===== config.mk =====
export PLATFORM = sky130hd
export DESIGN_NAME = hsv_to_rgb_converter_unit
export DESIGN_NICKNAME = d
export VERILOG_FILES = /design/src/rtl/core/h2r_pkg.sv /design/src/rtl/core/hsv_to_rgb_converter_unit.sv /design/src/rtl/core/h2r_hue.sv /design/src/rtl/core/h2r_weight.sv /design/src/rtl/core/h2r_mult.sv /design/src/rtl/core/h2r_div.sv
export SDC_FILE = /design/constraint.sdc
export NUM_CORES = 2
export LEC_CHECK = 0
export ABC_AREA = 1
export BUFFER_PORTS_ARGS = -buffer_cell sky130_fd_sc_hd__buf_2
export CAP_MARGIN = 5
export CORE_UTILIZATION = 45
export CTS_CLUSTER_DIAMETER = 100
export DETAILED_ROUTE_END_ITERATION = 7
export GPL_ROUTABILITY_DRIVEN = 1
export PLACE_DENSITY_LB_ADDON = 0.2
export RECOVER_POWER = 100
export SLEW_MARGIN = 15
export SYNTH_ARGS = -nofsm -noshare
export SYNTH_HDL_FRONTEND = slang
export SYNTH_SLANG_ARGS = --single-unit
export TNS_END_PERCENT = 20

===== constraint.sdc =====
create_clock -name i_clk -period 12.9 [get_ports i_clk]
set_input_delay 3.87 -clock i_clk [delete_from_list [all_inputs] [get_ports i_clk]]
set_output_delay 3.87 -clock i_clk [all_outputs]
set_load 0.05 [all_outputs]

===== src/rtl/core/h2r_pkg.sv =====
// Shared types and constants for the HSV to RGB converter pipeline.
`default_nettype none

package h2r_pkg;

    // Field widths
    localparam int unsigned HUE_W  = 9;
    localparam int unsigned CHAN_W = 8;
    localparam int unsigned FRAC_W = 6;
    localparam int unsigned WGT_W  = 14;
    localparam int unsigned PROD_W = CHAN_W + WGT_W;

    // Hue geometry and fixed-point scales
    localparam logic [HUE_W-1:0]  HUE_MAX    = 9'd360;
    localparam logic [HUE_W-1:0]  SECTOR_DEG = 9'd60;
    localparam logic [CHAN_W-1:0] FULL_SCALE = 8'd255;
    localparam logic [WGT_W-1:0]  SCALE_QT   = 14'd15300;
    localparam logic [FRAC_W-1:0] FRAC_SPAN  = 6'd60;

    // x / 15300 == (x * RECIP_QT) >> RECIP_SHIFT, exact for x below 2^22
    localparam int unsigned      RECIP_W     = 24;
    localparam int unsigned      RECIP_SHIFT = 37;
    localparam logic [RECIP_W-1:0] RECIP_QT  = 24'd8982939;

    // Hue sector codes
    typedef enum logic [2:0] {
        SEC_RED_YEL  = 3'd0,
        SEC_YEL_GRN  = 3'd1,
        SEC_GRN_CYN  = 3'd2,
        SEC_CYN_BLU  = 3'd3,
        SEC_BLU_MAG  = 3'd4,
        SEC_MAG_RED  = 3'd5
    } t_sector;

    // Stage 1 result: sector split
    typedef struct packed {
        t_sector            sector;
        logic [FRAC_W-1:0]  frac;
        logic [CHAN_W-1:0]  sat;
        logic [CHAN_W-1:0]  val;
    } t_s1;

    // Stage 2 result: weights for p, q, t
    typedef struct packed {
        t_sector            sector;
        logic [CHAN_W-1:0]  val;
        logic [CHAN_W-1:0]  wgt_p;
        logic [WGT_W-1:0]   wgt_q;
        logic [WGT_W-1:0]   wgt_t;
    } t_s2;

    // Stage 3 result: brightness-scaled products
    typedef struct packed {
        t_sector              sector;
        logic [CHAN_W-1:0]    val;
        logic [2*CHAN_W-1:0]  prod_p;
        logic [PROD_W-1:0]    prod_q;
        logic [PROD_W-1:0]    prod_t;
    } t_s3;

    // Stage 4 result: final channel candidates
    typedef struct packed {
        t_sector            sector;
        logic [CHAN_W-1:0]  val;
        logic [CHAN_W-1:0]  p;
        logic [CHAN_W-1:0]  q;
        logic [CHAN_W-1:0]  t;
    } t_s4;

endpackage

`default_nettype wire


===== src/rtl/core/hsv_to_rgb_converter_unit.sv =====
// Top level of the HSV to RGB converter: pipeline control and channel select.
//
//  channel | direction | handshake           | payload
//  --------+-----------+---------------------+-----------------------------------
//  in      | input     | i_valid / o_ready   | i_hue_deg, i_saturation, i_brightness
//  out     | output    | o_valid / i_ready   | o_red, o_green, o_blue
//
// Five register stages: hue split, weights, brightness products, constant
// divides, channel select. One beat per cycle while i_ready stays high.
// Each stage holds a valid bit and loads when it is empty or its successor
// loads, so a stall backs up stage by stage and bubbles are squeezed out.
// Reset clears the valid bits only.
`default_nettype none

module hsv_to_rgb_converter_unit (
    input  wire logic                       i_clk,
    input  wire logic                       i_rst_n,
    input  wire logic                       i_valid,
    output wire logic                       o_ready,
    input  wire logic [h2r_pkg::HUE_W-1:0]  i_hue_deg,
    input  wire logic [h2r_pkg::CHAN_W-1:0] i_saturation,
    input  wire logic [h2r_pkg::CHAN_W-1:0] i_brightness,
    output wire logic                       o_valid,
    input  wire logic                       i_ready,
    output wire logic [h2r_pkg::CHAN_W-1:0] o_red,
    output wire logic [h2r_pkg::CHAN_W-1:0] o_green,
    output wire logic [h2r_pkg::CHAN_W-1:0] o_blue
);
    import h2r_pkg::*;

    localparam int unsigned STAGES = 5;

    logic [STAGES-1:0] r_vld;
    logic [STAGES-1:0] n_vld;
    logic [STAGES-1:0] load;

    t_s1 s1;
    t_s2 s2;
    t_s3 s3;
    t_s4 s4;

    logic [CHAN_W-1:0] r_red;
    logic [CHAN_W-1:0] r_green;
    logic [CHAN_W-1:0] r_blue;
    logic [CHAN_W-1:0] n_red;
    logic [CHAN_W-1:0] n_green;
    logic [CHAN_W-1:0] n_blue;

    // Per-stage load enables, from the output side back
    always_comb begin
        load[STAGES-1] = !r_vld[STAGES-1] || i_ready;
        for (int k = STAGES - 2; k >= 0; k--) begin
            load[k] = !r_vld[k] || load[k+1];
        end
    end

    // Valid bits follow the data
    always_comb begin
        n_vld = r_vld;
        if (load[0]) begin
            n_vld[0] = i_valid;
        end
        for (int k = 1; k < STAGES; k++) begin
            if (load[k]) begin
                n_vld[k] = r_vld[k-1];
            end
        end
    end

    always_ff @(posedge i_clk) begin
        if (!i_rst_n) begin
            r_vld <= '0;
        end else begin
            r_vld <= n_vld;
        end
    end

    h2r_hue u_hue (
        .i_clk        (i_clk),
        .i_en         (load[0]),
        .i_hue_deg    (i_hue_deg),
        .i_saturation (i_saturation),
        .i_brightness (i_brightness),
        .o_s1         (s1)
    );

    h2r_weight u_weight (
        .i_clk (i_clk),
        .i_en  (load[1]),
        .i_s1  (s1),
        .o_s2  (s2)
    );

    h2r_mult u_mult (
        .i_clk (i_clk),
        .i_en  (load[2]),
        .i_s2  (s2),
        .o_s3  (s3)
    );

    h2r_div u_div (
        .i_clk (i_clk),
        .i_en  (load[3]),
        .i_s3  (s3),
        .o_s4  (s4)
    );

    // Sector table: route V, p, q, t onto the three channels
    always_comb begin
        unique case (s4.sector)
            SEC_RED_YEL: begin
                n_red = s4.val; n_green = s4.t;   n_blue = s4.p;
            end
            SEC_YEL_GRN: begin
                n_red = s4.q;   n_green = s4.val; n_blue = s4.p;
            end
            SEC_GRN_CYN: begin
                n_red = s4.p;   n_green = s4.val; n_blue = s4.t;
            end
            SEC_CYN_BLU: begin
                n_red = s4.p;   n_green = s4.q;   n_blue = s4.val;
            end
            SEC_BLU_MAG: begin
                n_red = s4.t;   n_green = s4.p;   n_blue = s4.val;
            end
            default: begin
                n_red = s4.val; n_green = s4.p;   n_blue = s4.q;
            end
        endcase
    end

    // Output register
    always_ff @(posedge i_clk) begin
        if (load[STAGES-1]) begin
            r_red   <= n_red;
            r_green <= n_green;
            r_blue  <= n_blue;
        end
    end

    assign o_ready = load[0];
    assign o_valid = r_vld[STAGES-1];
    assign o_red   = r_red;
    assign o_green = r_green;
    assign o_blue  = r_blue;

endmodule

`default_nettype wire


===== src/rtl/core/h2r_hue.sv =====
// Stage 1: hue clamp and split into sector and position within it.
`default_nettype none

module h2r_hue (
    input  wire logic                       i_clk,
    input  wire logic                       i_en,
    input  wire logic [h2r_pkg::HUE_W-1:0]  i_hue_deg,
    input  wire logic [h2r_pkg::CHAN_W-1:0] i_saturation,
    input  wire logic [h2r_pkg::CHAN_W-1:0] i_brightness,
    output h2r_pkg::t_s1                    o_s1
);
    import h2r_pkg::*;

    t_s1               n_s1;
    t_s1               r_s1;
    logic [HUE_W-1:0]  hue_base;

    // Compare ladder; 360 and above folds onto sector 0, position 0
    always_comb begin
        n_s1.sat = i_saturation;
        n_s1.val = i_brightness;
        if (i_hue_deg >= HUE_MAX) begin
            n_s1.sector = SEC_RED_YEL;
            hue_base    = i_hue_deg;
        end else if (i_hue_deg >= 5 * SECTOR_DEG) begin
            n_s1.sector = SEC_MAG_RED;
            hue_base    = HUE_W'(5 * SECTOR_DEG);
        end else if (i_hue_deg >= 4 * SECTOR_DEG) begin
            n_s1.sector = SEC_BLU_MAG;
            hue_base    = HUE_W'(4 * SECTOR_DEG);
        end else if (i_hue_deg >= 3 * SECTOR_DEG) begin
            n_s1.sector = SEC_CYN_BLU;
            hue_base    = HUE_W'(3 * SECTOR_DEG);
        end else if (i_hue_deg >= 2 * SECTOR_DEG) begin
            n_s1.sector = SEC_GRN_CYN;
            hue_base    = HUE_W'(2 * SECTOR_DEG);
        end else if (i_hue_deg >= SECTOR_DEG) begin
            n_s1.sector = SEC_YEL_GRN;
            hue_base    = SECTOR_DEG;
        end else begin
            n_s1.sector = SEC_RED_YEL;
            hue_base    = '0;
        end
        n_s1.frac = FRAC_W'(i_hue_deg - hue_base);
    end

    always_ff @(posedge i_clk) begin
        if (i_en) begin
            r_s1 <= n_s1;
        end
    end

    assign o_s1 = r_s1;

endmodule

`default_nettype wire


===== src/rtl/core/h2r_weight.sv =====
// Stage 2: saturation-weighted factors for p, q and t.
`default_nettype none

module h2r_weight (
    input  wire logic         i_clk,
    input  wire logic         i_en,
    input  wire h2r_pkg::t_s1 i_s1,
    output h2r_pkg::t_s2      o_s2
);
    import h2r_pkg::*;

    t_s2               n_s2;
    t_s2               r_s2;
    logic [WGT_W-1:0]  sat_frac;
    logic [WGT_W-1:0]  sat_rest;

    // 8x6 products, always at most 255*60 so the differences stay non-negative
    always_comb begin
        sat_frac     = WGT_W'(i_s1.sat) * WGT_W'(i_s1.frac);
        sat_rest     = WGT_W'(i_s1.sat) * WGT_W'(FRAC_SPAN - i_s1.frac);
        n_s2.sector  = i_s1.sector;
        n_s2.val     = i_s1.val;
        n_s2.wgt_p   = FULL_SCALE - i_s1.sat;
        n_s2.wgt_q   = SCALE_QT - sat_frac;
        n_s2.wgt_t   = SCALE_QT - sat_rest;
    end

    always_ff @(posedge i_clk) begin
        if (i_en) begin
            r_s2 <= n_s2;
        end
    end

    assign o_s2 = r_s2;

endmodule

`default_nettype wire


===== src/rtl/core/h2r_mult.sv =====
// Stage 3: scale the three weights by brightness.
`default_nettype none

module h2r_mult (
    input  wire logic         i_clk,
    input  wire logic         i_en,
    input  wire h2r_pkg::t_s2 i_s2,
    output h2r_pkg::t_s3      o_s3
);
    import h2r_pkg::*;

    t_s3 n_s3;
    t_s3 r_s3;

    // Three narrow multipliers in parallel
    always_comb begin
        n_s3.sector = i_s2.sector;
        n_s3.val    = i_s2.val;
        n_s3.prod_p = (2*CHAN_W)'(i_s2.val) * (2*CHAN_W)'(i_s2.wgt_p);
        n_s3.prod_q = PROD_W'(i_s2.val) * PROD_W'(i_s2.wgt_q);
        n_s3.prod_t = PROD_W'(i_s2.val) * PROD_W'(i_s2.wgt_t);
    end

    always_ff @(posedge i_clk) begin
        if (i_en) begin
            r_s3 <= n_s3;
        end
    end

    assign o_s3 = r_s3;

endmodule

`default_nettype wire


===== src/rtl/core/h2r_div.sv =====
// Stage 4: constant divides by 255 and by 15300.
`default_nettype none

module h2r_div (
    input  wire logic         i_clk,
    input  wire logic         i_en,
    input  wire h2r_pkg::t_s3 i_s3,
    output h2r_pkg::t_s4      o_s4
);
    import h2r_pkg::*;

    localparam int unsigned MUL_W = PROD_W + RECIP_W;

    t_s4                  n_s4;
    t_s4                  r_s4;
    logic [2*CHAN_W:0]    p_sum;
    logic [MUL_W-1:0]     q_mul;
    logic [MUL_W-1:0]     t_mul;

    always_comb begin
        // x/255 = (x + (x>>8) + 1) >> 8, exact for x below 65535
        p_sum = (2*CHAN_W+1)'(i_s3.prod_p)
              + (2*CHAN_W+1)'(i_s3.prod_p >> CHAN_W)
              + (2*CHAN_W+1)'(1);
        // reciprocal multiply for /15300
        q_mul = MUL_W'(i_s3.prod_q) * MUL_W'(RECIP_QT);
        t_mul = MUL_W'(i_s3.prod_t) * MUL_W'(RECIP_QT);

        n_s4.sector = i_s3.sector;
        n_s4.val    = i_s3.val;
        n_s4.p      = p_sum[2*CHAN_W-1:CHAN_W];
        n_s4.q      = q_mul[RECIP_SHIFT+CHAN_W-1:RECIP_SHIFT];
        n_s4.t      = t_mul[RECIP_SHIFT+CHAN_W-1:RECIP_SHIFT];
    end

    always_ff @(posedge i_clk) begin
        if (i_en) begin
            r_s4 <= n_s4;
        end
    end

    assign o_s4 = r_s4;

endmodule

`default_nettype wire

# Word-level counts from Yosys, hierarchy flattened
# Cells that the tools add are included.
word_totals:
  reg_bits: 207
  out_inout_bits: 26
  word_cells: 82
classes:
  add_sub_neg: 7
  multipliers: 7
  order_cmp: 6
  eq_ne: 4
  muxes: 14
  n_reduce_logical: 16
ops:
  columns: ["operator", "n"]
  rows:
  - ["multiplier 22 x 24 -> 45 bit (second input constant)", 2]
  - ["one-hot mux 8 bit (3 select lines)", 3]
  - ["multiplier 8 x 14 -> 22 bit", 2]
  - ["2-to-1 mux 6 bit", 6]
  - ["subtractor 14 bit (first input constant)", 2]
  - [">= comparator 9 x 8 -> 1 bit (second input constant)", 2]
  - [">= comparator 9 bit (second input constant)", 2]
  - ["adder 16 x 1 -> 16 bit (second input constant)", 1]
  - ["adder 16 x 8 -> 16 bit", 1]
  - ["multiplier 8 x 8 -> 16 bit", 1]
  - ["multiplier 8 x 14 -> 14 bit", 1]
  - ["multiplier 8 x 6 -> 14 bit", 1]
  - ["2-to-1 mux 3 bit", 4]
  - [">= comparator 9 x 6 -> 1 bit (second input constant)", 1]
  - [">= comparator 9 x 7 -> 1 bit (second input constant)", 1]
  - ["OR reduction 2 bit", 4]
  - ["subtractor 8 bit (first input constant)", 1]
  - ["subtractor 6 x 6 -> 7 bit (first input constant)", 1]
  - ["equality test 3 x 2 -> 1 bit (second input constant)", 2]
  - ["subtractor 6 bit", 1]
  - ["zero test 1 bit", 5]
  - ["logical OR 1 bit", 5]
  - ["equality test 3 x 1 -> 1 bit (second input constant)", 1]
  - ["equality test 3 bit (second input constant)", 1]
  - ["other kinds (3)", 3]

# Logic depth before layout (Yosys ltp)
logic_depth:
  ltp_word: 8
  mapped_depth: 26

# By module
# From an unflattened synthesis, not the netlist that was laid out.
hier_totals:
  hier_cells: 4860
  area_unflattened_um2: 38518.2
by_module_without_submodules:
  columns: ["module", "n_inst", "cells_each", "area_each_um2", "seq_area_each_um2"]
  rows:
  - ["h2r_div", 1, 2335, 18228.7, 1051.0]
  - ["h2r_mult", 1, 1581, 12145.4, 2132.0]
  - ["h2r_weight", 1, 643, 5430.2, 1381.3]
  - ["hsv_to_rgb_converter_unit", 1, 201, 1577.8, 820.8]
  - ["h2r_hue", 1, 100, 1136.1, 750.7]

# Least setup slack after synthesis
# No wires, ideal clock.
synth_timing:
  path_kind: "input -> output"
  start: "input port i_ready"
  end: "output port o_ready"
  arrival_time_ns: 7.283
  setup_slack_ns: 1.747
  stages: 6
  path_buffers: 0
  path_cell_list: "nor2_1 > inv_1 > nor2_1 > nand2_1 > nor2_1 > nand2_1"
synth_between:
  elab_chain_len: 5
synth_lines:
  columns: ["element", "line_no", "source"]
  rows:
  - ["from (decl)", "hsv_to_rgb_converter_unit.sv:24", "input wire logic i_ready,"]
  - ["logical OR 1 bit", "hsv_to_rgb_converter_unit.sv:51", "load[STAGES-1] = !r_vld[STAGES-1] || i_ready;"]
  - ["via load[4]", "hsv_to_rgb_converter_unit.sv:35", "logic [STAGES-1:0] load;"]
  - ["logical OR 1 bit (2 in series)", "hsv_to_rgb_converter_unit.sv:53", "load[k] = !r_vld[k] || load[k+1];"]
  - ["via load[2]", "hsv_to_rgb_converter_unit.sv:35", null]
  - ["logical OR 1 bit (2 in series)", "hsv_to_rgb_converter_unit.sv:53", null]
  - ["to (decl)", "hsv_to_rgb_converter_unit.sv:19", "output wire logic o_ready,"]
# The timed path passes the listed nets, and every way through them passes these cells.

# Worst setup path in the final report
# Ends and elaborated chain as after synthesis.

==> metrics.md <==
| Metric | Value |
|---|---|
| Number of antenna violations at the first check in global routing | 0 |
| Crit path setup slack, layout | 2.01 ns |
| Maximum number of pins on one net before global-route repair | 65 |
| Unrepaired setup endpoints after global routing | false |
| Count of input and output buffers | 54 |
| Fraction of registers with async set/reset | 0% |
| Die area | 0.0860 mm² |
| Final critical delay including setup and external delays | 10.89 ns |
| Die Wd | 293 µm |
| Clock latency at the later pin of the worst-skew pair | 0.58 ns |
| Post-CTS Setup Inserts | 0 |
| Number of enable-type register cells in the synthesized netlist | 200 |
| Overflow after GRT | 0 |
| HPWL Detailed | approximately 70,000 µm |
| Detailed Route WL | 84,200 µm |
| Yosys top cell area share | 26.5% |
| Post-route design area | between 0.04 and 0.05 mm² |
| Most frequent cell on the critical path | nor2_1 |
| DR WL/cell | 14.3 µm |
| Cell area after synthesis | 0.0382 mm² |
| Violations in the final reports | max-capacitance violations, max-slew violations |
| Post-Synthesis Net Count | 5,886 |
| Worst hold path depth | 0 |
| Vias | 27,726 |
| H-tree lvl count | 1 |
| Syn_area_per_cell | ~8.1 µm² |
| Area of the core | 0.0838 mm² |
| Maximum frequency from static timing analysis | 0.0918 GHz |
| Total global routing track utilization | between 20% and 30% |
| CP max stage cell | clkbuf_1 |
| Length in cells of the worst reg-to-reg path | 15 |
| Hold buffer count at CTS | 0 |
| Data arrival time of the worst path | 7.02 ns |
| DRT iter0 DRCs | approximately 1,200 |
| Crit path capture type | output port |
| Fin crit share | 84.4% |
| Largest driver fanout on the critical path | 27 |
| Headroom to the max-slew limit | -121% |
| Floorplan row count | approximately 110 |
| Max_cap viols | 12 |
| Synthesized netlist cell count | 4,713 |
| CTS clock-pin slew for the worst setup and hold paths | ~0.060 ns |
| Sequential area share after synthesis | roughly 16% |
| DRC Markers | 0 |
| CTS-repair resized insts | 0 |
| Proportion of layout cells with a drive suffix above 1 | 2.26% |
| Crit path kind | input pin to output port |
| Hold violation count in the final report | 0 |
| Slew of the pin with the lowest slew margin | around 3.3 ns |
| Crit-path max cell delay | 1.10 ns |
| Critical Path Source Type | input pin |
| Max-slew violation count | 472 |
| Ports placed on the boundary | 55 |
| Status | finished with violations |
| Area leader, netlist | fa_1 |
| Number of clock buffers inserted by TritonCTS | 25 |
| Worst Skew | 0.0349 ns |
| Path class of the lowest-slack min-delay path | register to register |
| Buffer depth of the longest clock path | 3 |
| Series of cell instances along the critical path | buf_2 > nor2_1 > inv_1 > nor2_1 > nand2_1 > nor2_1 > nand2_1 > clkbuf_1 > clkbuf_1 |
| Number of routed nets with antenna violations | 0 |
| Setup WS pre-CTS | about 3 ns |
| Detailed-route vias per instance | 4.72 |
| Number of synthesized register bits | 205 |
| Vert. Die Dim | around 300 µm |
| Initial core utilization | 45.5% |
| TritonCTS clock tree | done |
| Area growth, synth to finish | 5.72% |
| Count of cell types in the netlist | 48 |
| Vias in the first global route | 28,599 |
| Leading post-synthesis cells by cell area | fa_1 (27%), ha_1 (21%), edfxtp_1 (16%), inv_1 (14%), nand2_1 (11%) |
| Root Buffer Master | clkbuf_16 |
| Antenna diode count | 0 |
| Number of search-and-repair iterations in the first detailed-routing pass | 6 |
| RD Place Congestion | between 0.9 and 1 |
| Clock sink count | between 200 and 250 |
| Main flop type after synthesis | edfxtp_1 |
| Post-route setup TNS | 0 ns |
| Required time of the worst setup path | 9.03 ns |
| Number of nets in the layout | a little under 6,000 |
| Endpoints failing setup | 0 |
| Placed cell area | 0.0396 mm² |
| Final core occ | 48.1% |
| First-pass GRT wire length | between 100,000 and 150,000 µm |
| Count of yosys warnings during synthesis | 0 |
[layout by cell type (no fill, tap or decap), types with 5 or more instances in the layout]
cell       instances
nand2_1         1167
nor2_1           218
xnor2_1           23
buf_2             24
fa_1             506
nand2_2            5
nor3_1            14
inv_1           1381
ha_1             638
a31oi_1            6
or2_2              7
nor2_2             9
nand3_1           95
nand3b_1           9
o21ai_0           53
o21bai_1           6
o21a_1             6
edfxtp_1         200
inv_2              5
a21oi_1          130
nand4_1           43
xor2_1            54
o22ai_1           11
clkbuf_16         25
clkbuf_1          44
dfxtp_1            5
o2111ai_1          8
[cells by family (layout without fill, tap and decap cells)]
group | Yosys count | after routing | synth area share, %
AO/OA/AOI/OAI | 235 | 235 | 3.45
adder cells (fa/ha/maj) | 1144 | 1144 | 47.5
AND/OR/NAND/NOR | 1581 | 1581 | 16.7
buffers and inverters | 1470 | 1502 | 14.6
XOR/XNOR | 77 | 77 | 1.77
other | 1 | 1 | 0.00983
flip-flops | 205 | 205 | 16.0
[flip-flops by register name, indices dropped and copies added (netlist names)]
name / count
o_blue: 8
o_green: 8
o_red: 8
r_vld: 5
u_div.o_s4: 35
u_hue.o_s1: 25
u_mult.o_s3: 70
u_weight.o_s2: 46
[cell usage after synthesis (7+ instances only)]
library cell and count:
xnor2_1 23, ha_1 638, clkbuf_2 19, nand2_1 1165, fa_1 506, a21oi_1 129
nor2_1 216, or2_2 7, xor2_1 54, nand3_1 93, o22ai_1 11, edfxtp_1 200
nand3b_1 9, nand4_1 43, clkbuf_1 55, inv_1 1375, o2111ai_1 8, buf_2 7
nor3_1 14, nor2_2 10, o21ai_0 49, inv_2 11
[worst max-delay path, delay by kind of cell]
family | cells | cell delay (ns)
buffers and inverters | 4 | 2.40
and+or+nand+nor | 5 | 0.73
[worst paths after layout]
| path | from | endpoint | slack, ns |
|---|---|---|---|
| max | i_ready | o_ready | 2.01 |
| min | u_mult.o_s3[62] | u_div.o_s4[26] | 0.42 |
| max reg2reg | u_weight.o_s2[40] | u_mult.o_s3[42] | 6.92 |
| min reg2reg | u_mult.o_s3[62] | u_div.o_s4[26] | 0.42 |
[layout make-up]
cell class	count	area (µm²)
Fill cell	8376	43500
Sequential cell	205	6110
Inverter	1387	5210
Timing Repair Buffer	69	304
Clock buffer	30	664
Tap cell	1134	1420
Clock inverter	16	200
Multi-Input combinational cell	3038	26400
[metal layers]
layer  up-vias  share of wire (%)  track usage, %
met3        88                3.2            1.75
li1      14101                  -               -
met4         0                2.0            4.08
met2       363                 47            35.3
met1     13174                 48            27.9
met5         -                  0               0
[per-stage QoR]
stage          std cells  hold slack (ns)
2_1_floorplan       4713            0.400
6_report            5879            0.417
4_1_cts             5879            0.418
5_1_grt             5879            0.418
3_5_place_dp        5833            0.405
3_3_place_gp        5833            0.401
Power is left out: the tool's default activity adds up to more than one toggle a clock period on the data nets, which glitch-free logic cannot reach.
